<file path="src/rtl/rtdec_pkg.sv">
// shared types and constants of the rle text row decoder
package rtdec_pkg;

   localparam int unsigned MAX_RUN_DEFAULT = 32;
   localparam int unsigned RUN_CNT_W       = 6;
   localparam int unsigned CMD_FIFO_DEPTH  = 2;

   localparam logic [1:0] KIND_CELL      = 2'd0;
   localparam logic [1:0] KIND_ROW_END   = 2'd1;
   localparam logic [1:0] KIND_LEVEL_END = 2'd2;

   localparam logic [7:0] ROW_END_BYTE   = 8'h7C;
   localparam logic [7:0] LEVEL_END_BYTE = 8'h3B;
   localparam logic [7:0] DIGIT_ZERO     = 8'h30;
   localparam logic [7:0] DIGIT_NINE     = 8'h39;

   typedef struct packed {
      logic [7:0]           symbol;
      logic [RUN_CNT_W-1:0] cell_count;
      logic                 row_end;
      logic                 level_end;
   } cmd_type;

endpackage

</file>
<file path="src/rtl/rtdec_if.sv">
// request and response channel interfaces of the rle text row decoder
interface rtdec_req_if;
   logic       valid;
   logic       ready;
   logic [7:0] text_byte;
   logic       line_end;

   modport source (output valid, output text_byte, output line_end, input ready);
   modport sink (input valid, input text_byte, input line_end, output ready);
endinterface

interface rtdec_rsp_if;
   logic       valid;
   logic       ready;
   logic [7:0] cell_symbol;
   logic [1:0] kind;
   logic       last;

   modport source (output valid, output cell_symbol, output kind, output last, input ready);
   modport sink (input valid, input cell_symbol, input kind, input last, output ready);
endinterface

</file>
<file path="src/rtl/rtdec_front.sv">
// front end: tracks line state and turns bytes into result commands where a byte yields one
module rtdec_front #(
   parameter int unsigned MaxRun = rtdec_pkg::MAX_RUN_DEFAULT
) (
   input  logic                clock,
   input  logic                reset,
   input  logic                accept,
   input  logic [7:0]          text_byte,
   input  logic                line_end,
   output logic                push,
   output rtdec_pkg::cmd_type  cmd
);

   localparam int unsigned CntW = rtdec_pkg::RUN_CNT_W;
   localparam int unsigned AccW = CntW + 4;

   logic [CntW-1:0] run_count_ff, run_count_in;
   logic            have_digits_ff, have_digits_in;
   logic            row_open_ff, row_open_in;
   logic            level_closed_ff, level_closed_in;

   logic [AccW-1:0] acc;
   logic [CntW-1:0] run_cnt;
   logic            is_digit;

   assign is_digit = (text_byte >= rtdec_pkg::DIGIT_ZERO) && (text_byte <= rtdec_pkg::DIGIT_NINE);
   assign acc      = {4'd0, run_count_ff} * AccW'(10) + {{CntW{1'b0}}, text_byte[3:0]};
   assign run_cnt  = have_digits_ff ? run_count_ff : CntW'(1);

   always_comb begin
      run_count_in    = run_count_ff;
      have_digits_in  = have_digits_ff;
      row_open_in     = row_open_ff;
      level_closed_in = level_closed_ff;
      cmd             = '0;
      cmd.symbol      = text_byte;
      if (accept && !level_closed_ff) begin
         if (text_byte == rtdec_pkg::ROW_END_BYTE) begin
            cmd.row_end    = 1'b1;
            row_open_in    = 1'b0;
            run_count_in   = '0;
            have_digits_in = 1'b0;
         end else if (text_byte == rtdec_pkg::LEVEL_END_BYTE) begin
            cmd.row_end     = row_open_ff;
            cmd.level_end   = 1'b1;
            row_open_in     = 1'b0;
            run_count_in    = '0;
            have_digits_in  = 1'b0;
            level_closed_in = 1'b1;
         end else if (is_digit) begin
            run_count_in   = (acc > AccW'(MaxRun)) ? CntW'(MaxRun) : acc[CntW-1:0];
            have_digits_in = 1'b1;
         end else begin
            cmd.cell_count = run_cnt;
            if (run_cnt != '0) begin
               row_open_in = 1'b1;
            end
            run_count_in   = '0;
            have_digits_in = 1'b0;
         end
         // close the line: open row first, then the level
         if (line_end && !level_closed_in) begin
            cmd.row_end   = cmd.row_end | row_open_in;
            cmd.level_end = 1'b1;
         end
      end
      if (accept && line_end) begin
         run_count_in    = '0;
         have_digits_in  = 1'b0;
         row_open_in     = 1'b0;
         level_closed_in = 1'b0;
      end
   end

   assign push = accept && !level_closed_ff &&
                 ((cmd.cell_count != '0) || cmd.row_end || cmd.level_end);

   always_ff @(posedge clock) begin
      if (reset) begin
         run_count_ff    <= '0;
         have_digits_ff  <= 1'b0;
         row_open_ff     <= 1'b0;
         level_closed_ff <= 1'b0;
      end else begin
         run_count_ff    <= run_count_in;
         have_digits_ff  <= have_digits_in;
         row_open_ff     <= row_open_in;
         level_closed_ff <= level_closed_in;
      end
   end

endmodule

</file>
<file path="src/rtl/rtdec_cmd_fifo.sv">
// short command queue between front and back
module rtdec_cmd_fifo (
   input  logic               clock,
   input  logic               reset,
   input  logic               push,
   input  rtdec_pkg::cmd_type push_cmd,
   input  logic               pop,
   output rtdec_pkg::cmd_type pop_cmd,
   output logic               full,
   output logic               empty
);

   localparam int unsigned Depth = rtdec_pkg::CMD_FIFO_DEPTH;
   localparam int unsigned PtrW  = (Depth > 1) ? $clog2(Depth) : 1;
   localparam int unsigned CntW  = $clog2(Depth + 1);

   rtdec_pkg::cmd_type entry_ff [Depth];
   logic [PtrW-1:0]    wr_ptr_ff, wr_ptr_in;
   logic [PtrW-1:0]    rd_ptr_ff, rd_ptr_in;
   logic [CntW-1:0]    count_ff, count_in;
   logic               do_push, do_pop;

   assign full    = (count_ff == CntW'(Depth));
   assign empty   = (count_ff == '0);
   assign do_push = push && !full;
   assign do_pop  = pop && !empty;
   assign pop_cmd = entry_ff[rd_ptr_ff];

   always_comb begin
      wr_ptr_in = wr_ptr_ff;
      rd_ptr_in = rd_ptr_ff;
      count_in  = count_ff;
      if (do_push) begin
         wr_ptr_in = (wr_ptr_ff == PtrW'(Depth - 1)) ? '0 : wr_ptr_ff + PtrW'(1);
      end
      if (do_pop) begin
         rd_ptr_in = (rd_ptr_ff == PtrW'(Depth - 1)) ? '0 : rd_ptr_ff + PtrW'(1);
      end
      if (do_push && !do_pop) begin
         count_in = count_ff + CntW'(1);
      end else if (do_pop && !do_push) begin
         count_in = count_ff - CntW'(1);
      end
   end

   always_ff @(posedge clock) begin
      if (reset) begin
         wr_ptr_ff <= '0;
         rd_ptr_ff <= '0;
         count_ff  <= '0;
      end else begin
         wr_ptr_ff <= wr_ptr_in;
         rd_ptr_ff <= rd_ptr_in;
         count_ff  <= count_in;
      end
   end

   always_ff @(posedge clock) begin
      if (do_push) begin
         entry_ff[wr_ptr_ff] <= push_cmd;
      end
   end

endmodule

</file>
<file path="src/rtl/rtdec_back.sv">
// back end: expands one command into result beats through an output register
module rtdec_back (
   input  logic               clock,
   input  logic               reset,
   input  logic               cmd_empty,
   input  rtdec_pkg::cmd_type cmd,
   output logic               pop,
   input  logic               rsp_ready,
   output logic               rsp_valid,
   output logic [7:0]         rsp_cell_symbol,
   output logic [1:0]         rsp_kind,
   output logic               rsp_last
);

   localparam int unsigned CntW = rtdec_pkg::RUN_CNT_W;

   logic            active_ff, active_in;
   logic [CntW-1:0] cells_left_ff, cells_left_in;
   logic            row_pend_ff, row_pend_in;
   logic            level_pend_ff, level_pend_in;
   logic [7:0]      symbol_ff;

   logic            rsp_valid_ff, rsp_valid_in;
   logic [7:0]      rsp_sym_ff;
   logic [1:0]      rsp_kind_ff;
   logic            rsp_last_ff;

   logic            advance;
   logic [7:0]      nxt_sym;
   logic [1:0]      nxt_kind;
   logic            nxt_last;

   assign pop     = !active_ff && !cmd_empty;
   assign advance = active_ff && (!rsp_valid_ff || rsp_ready);

   always_comb begin
      cells_left_in = cells_left_ff;
      row_pend_in   = row_pend_ff;
      level_pend_in = level_pend_ff;
      nxt_sym       = 8'd0;
      nxt_kind      = rtdec_pkg::KIND_LEVEL_END;
      nxt_last      = 1'b1;
      if (cells_left_ff != '0) begin
         nxt_sym       = symbol_ff;
         nxt_kind      = rtdec_pkg::KIND_CELL;
         nxt_last      = (cells_left_ff == CntW'(1)) && !row_pend_ff && !level_pend_ff;
         cells_left_in = cells_left_ff - CntW'(1);
      end else if (row_pend_ff) begin
         nxt_kind    = rtdec_pkg::KIND_ROW_END;
         nxt_last    = !level_pend_ff;
         row_pend_in = 1'b0;
      end else begin
         level_pend_in = 1'b0;
      end
      active_in = active_ff;
      if (pop) begin
         active_in = 1'b1;
      end else if (advance && nxt_last) begin
         active_in = 1'b0;
      end
      rsp_valid_in = rsp_valid_ff;
      if (advance) begin
         rsp_valid_in = 1'b1;
      end else if (rsp_ready) begin
         rsp_valid_in = 1'b0;
      end
   end

   always_ff @(posedge clock) begin
      if (reset) begin
         active_ff    <= 1'b0;
         rsp_valid_ff <= 1'b0;
      end else begin
         active_ff    <= active_in;
         rsp_valid_ff <= rsp_valid_in;
      end
   end

   always_ff @(posedge clock) begin
      if (pop) begin
         cells_left_ff <= cmd.cell_count;
         row_pend_ff   <= cmd.row_end;
         level_pend_ff <= cmd.level_end;
         symbol_ff     <= cmd.symbol;
      end else if (advance) begin
         cells_left_ff <= cells_left_in;
         row_pend_ff   <= row_pend_in;
         level_pend_ff <= level_pend_in;
      end
      if (advance) begin
         rsp_sym_ff  <= nxt_sym;
         rsp_kind_ff <= nxt_kind;
         rsp_last_ff <= nxt_last;
      end
   end

   assign rsp_valid       = rsp_valid_ff;
   assign rsp_cell_symbol = rsp_sym_ff;
   assign rsp_kind        = rsp_kind_ff;
   assign rsp_last        = rsp_last_ff;

endmodule

</file>
<file path="src/rtl/rle_text_row_decoder_core.sv">
// top level of the rle text row decoder
// decodes one line of run-length coded level text, one byte per request beat,
// into cell, row end and level end response beats. a byte is taken by the
// front end whenever the two-entry command queue has room; the
// back end picks up each command and then emits its beats from its output
// register, taking no new command until the current one's last beat; a
// byte that yields no beats never reaches the back end. throughput is set
// by the back end's single output register: one response beat per cycle
// within a command when rsp is not stalled.
// digits saturate at MaxRun, so one byte yields at most MaxRun + 2 beats.
module rle_text_row_decoder_core #(
   parameter int unsigned MaxRun = rtdec_pkg::MAX_RUN_DEFAULT
) (
   input  logic        clock,
   input  logic        reset,
   rtdec_req_if.sink   req_bus,
   rtdec_rsp_if.source rsp_bus
);

   // command path from front end to back end
   rtdec_pkg::cmd_type front_cmd;
   rtdec_pkg::cmd_type back_cmd;
   logic               front_push;
   logic               back_pop;
   logic               queue_full;
   logic               queue_empty;
   logic               req_accept;

   // a byte is accepted whenever the queue can take its command
   assign req_bus.ready = !queue_full;
   assign req_accept    = req_bus.valid && !queue_full;

   // front end: digit accumulation, row and level tracking
   rtdec_front #(
      .MaxRun (MaxRun)
   ) u_front (
      .clock     (clock),
      .reset     (reset),
      .accept    (req_accept),
      .text_byte (req_bus.text_byte),
      .line_end  (req_bus.line_end),
      .push      (front_push),
      .cmd       (front_cmd)
   );

   // decouples byte intake from beat expansion
   rtdec_cmd_fifo u_cmd_fifo (
      .clock    (clock),
      .reset    (reset),
      .push     (front_push),
      .push_cmd (front_cmd),
      .pop      (back_pop),
      .pop_cmd  (back_cmd),
      .full     (queue_full),
      .empty    (queue_empty)
   );

   // back end: cells, then row end, then level end, last on the final beat
   rtdec_back u_back (
      .clock           (clock),
      .reset           (reset),
      .cmd_empty       (queue_empty),
      .cmd             (back_cmd),
      .pop             (back_pop),
      .rsp_ready       (rsp_bus.ready),
      .rsp_valid       (rsp_bus.valid),
      .rsp_cell_symbol (rsp_bus.cell_symbol),
      .rsp_kind        (rsp_bus.kind),
      .rsp_last        (rsp_bus.last)
   );

endmodule

</file>
<file path="src/flat_wrapper.sv">
// flat-port wrapper written by rule: the top's interface ports become plain ports
module rle_text_row_decoder_core_flat 
#(
   parameter int unsigned MaxRun = rtdec_pkg::MAX_RUN_DEFAULT
)
  (clock, reset, req_bus_valid, req_bus_text_byte, req_bus_line_end, req_bus_ready, rsp_bus_valid, rsp_bus_cell_symbol, rsp_bus_kind, rsp_bus_last, rsp_bus_ready);
  rtdec_req_if req_bus_i ();
  rtdec_rsp_if rsp_bus_i ();
  input  logic clock;
  input  logic reset;
  input wire logic [$bits(req_bus_i.valid)-1:0] req_bus_valid;
  input wire logic [$bits(req_bus_i.text_byte)-1:0] req_bus_text_byte;
  input wire logic [$bits(req_bus_i.line_end)-1:0] req_bus_line_end;
  output wire logic [$bits(req_bus_i.ready)-1:0] req_bus_ready;
  output wire logic [$bits(rsp_bus_i.valid)-1:0] rsp_bus_valid;
  output wire logic [$bits(rsp_bus_i.cell_symbol)-1:0] rsp_bus_cell_symbol;
  output wire logic [$bits(rsp_bus_i.kind)-1:0] rsp_bus_kind;
  output wire logic [$bits(rsp_bus_i.last)-1:0] rsp_bus_last;
  input wire logic [$bits(rsp_bus_i.ready)-1:0] rsp_bus_ready;
  assign req_bus_i.valid = req_bus_valid;
  assign req_bus_i.text_byte = req_bus_text_byte;
  assign req_bus_i.line_end = req_bus_line_end;
  assign req_bus_ready = req_bus_i.ready;
  assign rsp_bus_valid = rsp_bus_i.valid;
  assign rsp_bus_cell_symbol = rsp_bus_i.cell_symbol;
  assign rsp_bus_kind = rsp_bus_i.kind;
  assign rsp_bus_last = rsp_bus_i.last;
  assign rsp_bus_i.ready = rsp_bus_ready;
  rle_text_row_decoder_core #(.MaxRun(MaxRun)) u_core (.clock(clock), .reset(reset), .req_bus(req_bus_i), .rsp_bus(rsp_bus_i));
endmodule
</file>
<file path="config.mk">
export PLATFORM = sky130hd
export DESIGN_NAME = rle_text_row_decoder_core_flat
export DESIGN_NICKNAME = d
export VERILOG_FILES = /design/src/rtl/rtdec_pkg.sv /design/src/rtl/rtdec_if.sv /design/src/rtl/rtdec_front.sv /design/src/rtl/rtdec_cmd_fifo.sv /design/src/rtl/rtdec_back.sv /design/src/rtl/rle_text_row_decoder_core.sv /design/src/flat_wrapper.sv
export SDC_FILE = /design/constraint.sdc
export NUM_CORES = 1
export LEC_CHECK = 0
export BUFFER_PORTS_ARGS = -buffer_cell sky130_fd_sc_hd__buf_2
export CORE_MARGIN = 2
export CORE_UTILIZATION = 35
export CTS_BUF_LIST = sky130_fd_sc_hd__clkbuf_8 sky130_fd_sc_hd__clkbuf_16
export CTS_CLUSTER_DIAMETER = 60
export DETAILED_ROUTE_END_ITERATION = 8
export GPL_ROUTABILITY_DRIVEN = 1
export GPL_TIMING_DRIVEN = 0
export REMOVE_ABC_BUFFERS = 1
export SLEW_MARGIN = 20
export SYNTH_ARGS = -nofsm -noshare
export SYNTH_HDL_FRONTEND = slang
export SYNTH_HIERARCHICAL = 1
export SYNTH_SLANG_ARGS = --single-unit
</file>
<file path="constraint.sdc">
create_clock -name clock -period 2.8 [get_ports clock]
set_clock_uncertainty 0.05 [all_clocks]
set_input_delay 0.14 -clock clock [delete_from_list [all_inputs] [get_ports clock]]
set_output_delay 0.14 -clock clock [all_outputs]
set_load 0.02 [all_outputs]
</file>
# After elaboration in Yosys (flattened, before gate mapping)
# Memories as Yosys holds them, arrays and structs flattened. A register that Yosys moved wholly into a read port is not among the register bits.
# Index checks and enable logic that the tools add are counted.
dict set report totals {
  ff_bits 42
  mem_bits_rw 32
  inputBits 13
  word_cells 125
  mem_count 1
}
# memory words width read_ports rd_ports_with_merged_regs wr line_no
set memory_table {}
lappend memory_table {u_core.u_cmd_fifo.entry_ff 2 16 1 1 1 rtdec_cmd_fifo.sv:17} ;# rtdec_pkg::cmd_type entry_ff [Depth];
dict set report classes {
  add_sub_neg 6
  n_mul 1
  n_lt_le_gt_ge 3
  n_eq_ne 6
  muxes 50
  bitwise_logic 1
  n_reduce_logical 41
}
# cell n
set op_table {}
lappend op_table {{6-bit 2-to-1 mux} 11}
lappend op_table {{1-bit 2-to-1 mux} 33}
lappend op_table {{6-bit nonzero test} 3}
lappend op_table {{1-bit logical AND} 15}
lappend op_table {{10-bit by 4-bit adder with 10-bit output} 1}
lappend op_table {{10-bit by 6-bit greater-than comparator with 1-bit output, second input constant} 1}
lappend op_table {{1-bit zero test} 10}
lappend op_table {{2-bit 2-to-1 mux} 5}
lappend op_table {{2-bit nonzero test} 5}
lappend op_table {{6-bit by 3-bit multiplier with 9-bit output, second input constant} 1}
lappend op_table {{8-bit by 6-bit == test with 1-bit output, second input constant} 1}
lappend op_table {{8-bit by 7-bit == test with 1-bit output, second input constant} 1}
lappend op_table {{8-bit by 6-bit >= comparator with 1-bit output, second input constant} 1}
lappend op_table {{8-bit by 6-bit <= comparator with 1-bit output, second input constant} 1}
lappend op_table {{8-bit 2-to-1 mux} 1}
lappend op_table {{6-bit by 1-bit == test with 1-bit output, second input constant} 1}
lappend op_table {{6-bit by 1-bit subtractor with 6-bit output, second input constant} 1}
lappend op_table {{2-bit by 1-bit inequality test with 1-bit output, second input constant} 2}
lappend op_table {{2-bit AND reduction} 2}
lappend op_table {{1-bit logical OR} 3}
lappend op_table {{3-bit AND reduction} 1}
lappend op_table {{1-bit adder, second input constant} 2}
lappend op_table {{2-bit by 1-bit adder with 2-bit output, second input constant} 1}
lappend op_table {{2-bit == test, second input constant} 1}
lappend op_table {{4 further kinds} 4}

# Logic depth before layout (Yosys ltp)
dict set report depth {
  ltp_word 19
  depth_mapped 13
  ltp_nobuf 12
}

# Modules after synthesis
# The synthesis kept the hierarchy.
# module instances cells_each area_per_inst_um2
set modules_own_cells {}
lappend modules_own_cells {rtdec_cmd_fifo 1 75 1368.8}
lappend modules_own_cells {rtdec_back 1 85 1194.9}
lappend modules_own_cells {rtdec_front 1 146 1119.8}
lappend modules_own_cells {rle_text_row_decoder_core 1 2 10.0}

# Worst setup path after synthesis
# Ideal clock, no wire load.
dict set report synth_timing {
  path_kind {reg2reg}
  start {register u_core.u_front.run_count_ff[0]}
  end {register u_core.u_cmd_fifo.count_ff[1]}
  setup_time_ns 0.070
  arrival_ns 2.550
  required_ns 2.680
  path_slack_ns 0.130
  path_stages_with_launch 12
  path_buffers 0
  period_less_slack_ns 2.670
  cell_sequence {dfxtp_1 > nand2b_1 > nor4_4 > a31oi_1 > o221a_1 > o21a_1 > or4b_1 > inv_1 > nor2_1 > ha_1 > or3_1 > a21oi_1}
}
# item line_no
set synth_lines {}
lappend synth_lines {{from (decl)} rtdec_front.sv:17} ;# logic [CntW-1:0] run_count_ff, run_count_in;
lappend synth_lines {{from (signal assigned)} rtdec_front.sv:85} ;# run_count_ff <= run_count_in;
lappend synth_lines {{to (signal assigned)} rtdec_cmd_fifo.sv:54} ;# count_ff <= count_in;
lappend synth_lines {{to (decl)} rtdec_cmd_fifo.sv:20} ;# logic [CntW-1:0] count_ff, count_in;

==> summary.md <==
| Metric | Value |
|---|---|
| Fin util | `0.425` |
| Clk_lat worst skew | `0.35 ns` |
| Synth async-reset ratio | `0` |
| Clock sinks | `75` |
| Highest metal used | `met4` |
| Die Height | `107 µm` |
| Synth area leaders | `edfxtp_1 (48%), dfxtp_1 (8.7%), ha_1 (5.1%)` |
| RSZ-0062 raised after global routing | `yes` |
| Number of global-route vias before repair | `2359` |
| Setup WS post-layout | `0.0757 ns` |
| DRC viols | `0` |
| Row cnt | `37` |
| Hold Vio Cnt, Final | `0` |
| Final worst-path cycle share | `0.973` |
| Initial antenna violation count | `0` |
| Req. time, crit path | `3.04 ns` |
| First-pass GRT wire length | `11100 µm` |
| Pre-CTS setup slack | `-0.473 ns` |
| Antenna Nets Post-Route | `0` |
| Routed wl met3 | `246 µm` |
| Clock buffer depth | `2` |
| Post-Syn Instances | `308` |
| FF+latch count, synth | `75` |
| Yosys cell types | `52` |
| Crit. End Element | `flip-flop` |
| Clock power share | `0.234` |
| Synth Flop Type | `edfxtp_1` |
| Hpwl dp | `4610 µm` |
| Area delta synth->final | `18.1%` |
| TritonRoute pass-1 iters | `5` |
| Root Driver | `clkbuf_8` |
| H-tree lvl count | `3` |
| HP Class | `input pin to flip-flop` |
| Leakage power | `1.61 nW` |
| Grt ovf | `0` |
| Synth warnings | `6` |
| Reg power frac | `0.475` |
| Post-route non-filler standard cell count | `484` |
| Drt via density | `4.85` |
| Register area share after synthesis | `0.566` |
| Inserted Diodes | `0` |
| Initial core utilization | `0.359` |
| Layout cells sized above 1 | `0.310` |
| Vias | `2349` |
| CTS tree | `yes` |
| WL final | `6620 µm` |
| Mapped cell area | `3690 µm²` |
| Count leader, synth | `edfxtp_1` |
| P_sw | `1.23 mW` |
| WL met1 | `3140 µm` |
| Port Buf Inserts | `25` |
| Setup CP Type | `flip-flop to flip-flop` |
| GRT Total Usage | `0.126` |
| Largest area contributor in the netlist | `edfxtp_1` |
| Mean Syn Cell Area | `12.0 µm²` |
| Fill count | `974` |
| Most instantiated cells after synthesis | `edfxtp_1 (59), nor2_1 (26), nand2_1 (21), inv_1 (19), a21oi_1 (17)` |
| Number of max-cap violations | `0` |
| Largest net degree at the start of global routing | `19` |
| Pwr/cell area | `895 nW/µm²` |
| Drt initial violations | `120` |
| Slew Viols, Final | `0` |
| Cells after DPL | `456` |
| Num ports | `26` |
| Share of the synthesized area in the top cell type | `0.480` |
| Slew margin rel. | `0.490` |
| Hold slack | `0.0343 ns` |
| Combinational share of power | `0.291` |
| Worst Tran Pin Value | `0.764 ns` |
| Nets | `373` |
| Multi-input gate area | `1540 µm²` |
| Status | `finished clean` |
| Data arrival, critical path | `2.97 ns` |
| Finish-stage setup viols | `0` |
| Post-synth EDFFs | `59` |
| Die W | `107 µm` |
| Switching Fraction | `0.314` |
| Critical Path Start Type | `flip-flop` |
| WL per Instance | `13.7 µm` |
| Cell internal pwr | `2.68 mW` |
| Register area | `2100 µm²` |
| GP Congestion | `0.772` |
| Maximum achievable frequency | `0.367 GHz` |
| CTS Buf Count | `9` |
| Maximum VDD drop | `0.000396 V` |
| CTS clk-pin slew, worst paths | `0.08 ns` |
| Die area | `11400 µm²` |
| Final Critical Period | `2.72 ns` |
| CP max FO | `3` |
| Area of the core | `10300 µm²` |
| Met2 WL | `3120 µm` |
[worst max-delay path, stage by stage (launching register included)]
cell and delay, ns:
dfxtp_4 0.36, nor4_4 0.31, a31oi_2 0.14, o221a_1 0.22
o21a_1 0.20, or4b_4 0.50, inv_4 0.07, nor2_2 0.04
ha_2 0.17, xor2_1 0.15, or3_1 0.33, a21oi_2 0.11
[logic make-up after synthesis]
kind of cell,share of synthesized area
AO/OA/AOI/OAI,0.100
XOR/XNOR,0.0346
adder cells (fa/ha/maj),0.0617
buffers and inverters,0.0430
flip-flops,0.566
multiplexers,0.0488
AND/OR/NAND/NOR,0.145
[flip-flops by register name, summed over array words and instances (netlist names), named ones only]
signal and cells:
u_core/u_front/row_open_ff 1, u_core/u_front/level_closed_ff 1, u_core/u_cmd_fifo/rd_ptr_ff 1, u_core/u_back/rsp_cell_symbol 8
u_core/u_front/run_count_ff 6, u_core/u_front/have_digits_ff 1, u_core/u_back/symbol_ff 8, u_core/u_back/cells_left_ff 6
u_core/u_cmd_fifo/entry_ff 32, u_core/u_cmd_fifo/count_ff 2, u_core/u_back/level_pend_ff 1, u_core/u_back/active_ff 1
u_core/u_back/row_pend_ff 1, u_core/u_back/rsp_kind 2, u_core/u_back/rsp_last 1, u_core/u_back/rsp_valid 1
u_core/u_cmd_fifo/wr_ptr_ff 1
[power by group through the flow]
stage	registers (mW)	logic (mW)	clock network (mW)
2_1_floorplan	1.91	0.687	0
3_3_place_gp	1.87	1.01	0
3_5_place_dp	1.88	1.02	0
4_1_cts	1.86	1.12	0.940
5_1_grt	1.90	1.27	0.989
6_report	1.86	1.13	0.915
[placed cells by master, fill, tap and decap left out, types with 3 or more instances in the layout]
| cell type | Yosys | layout |
|---|---|---|
| a21o_1 | 3 | 3 |
| a21oi_1 | 17 | 14 |
| a31oi_1 | 5 | 4 |
| and2_1 | 11 | 10 |
| buf_2 | 4 | 25 |
| buf_4 | 8 | 8 |
| clkbuf_8 | 0 | 9 |
| dfxtp_1 | 16 | 10 |
| dfxtp_2 | 0 | 4 |
| dlygate4sd3_1 | 0 | 3 |
| edfxtp_1 | 59 | 59 |
| ha_1 | 15 | 13 |
| inv_1 | 19 | 16 |
| mux2_2 | 16 | 16 |
| nand2_1 | 21 | 21 |
| nand2b_1 | 6 | 4 |
| nand3_1 | 4 | 4 |
| nor2_1 | 26 | 24 |
| o21a_1 | 4 | 4 |
| o21ai_0 | 11 | 9 |
| o21ai_1 | 3 | 4 |
| o31ai_1 | 4 | 3 |
| or2_2 | 4 | 4 |
| or3_1 | 4 | 4 |
| xnor2_1 | 8 | 7 |
| xor2_1 | 4 | 4 |
[final cells by class]
cell class / instances / share of cell area
clock buffer: 9 / 0.0284
clock inverter: 7 / 0.0229
inverter: 20 / 0.0195
multi-input combinational: 200 / 0.354
sequential: 75 / 0.482
tap: 136 / 0.0390
timing repair buffer: 37 / 0.0539
[per-layer routing]
| layer | vias to the layer above | global-route usage |
|---|---|---|
| li1 | 1176 | - |
| met1 | 1121 | 0.161 |
| met2 | 38 | 0.203 |
| met3 | 14 | 0.0371 |
| met4 | 0 | 0.0445 |
| met5 | - | 0 |
[per-stage QoR]
step / power, mW / area, µm² / TNS (ns)
6_report: 3.90 / 4360 / 0
5_1_grt: 4.15 / 4360 / -0.0943
4_1_cts: 3.91 / 4260 / 0
3_5_place_dp: 2.90 / 3910 / -14.90
3_3_place_gp: 2.88 / 3910 / -13.46
2_1_floorplan: 2.60 / 3610 / 0
[path summary, 6_finish.rpt]
path / from / to / slack, ns / depth (start not counted)
max: u_core/u_front/run_count_ff[5] / u_core/u_cmd_fifo/count_ff[1] / 0.08 / 11
min: reset / u_core/u_cmd_fifo/count_ff[1] / 0.03 / 2
max reg2reg: u_core/u_front/run_count_ff[5] / u_core/u_cmd_fifo/count_ff[1] / 0.08 / 11
min reg2reg: u_core/u_front/run_count_ff[1] / u_core/u_front/run_count_ff[1] / 0.44 / 2
[timing repair]
item                       in CTS  in global routing
pin swaps                       8                  6
setup buffers                   6                  3
hold buffers                    3                  0
gates resized for setup        14                 24
setup endpoints to repair      39                 39
hold endpoints to repair        6                  0
Note: power is estimated with default switching activity, not from simulation.
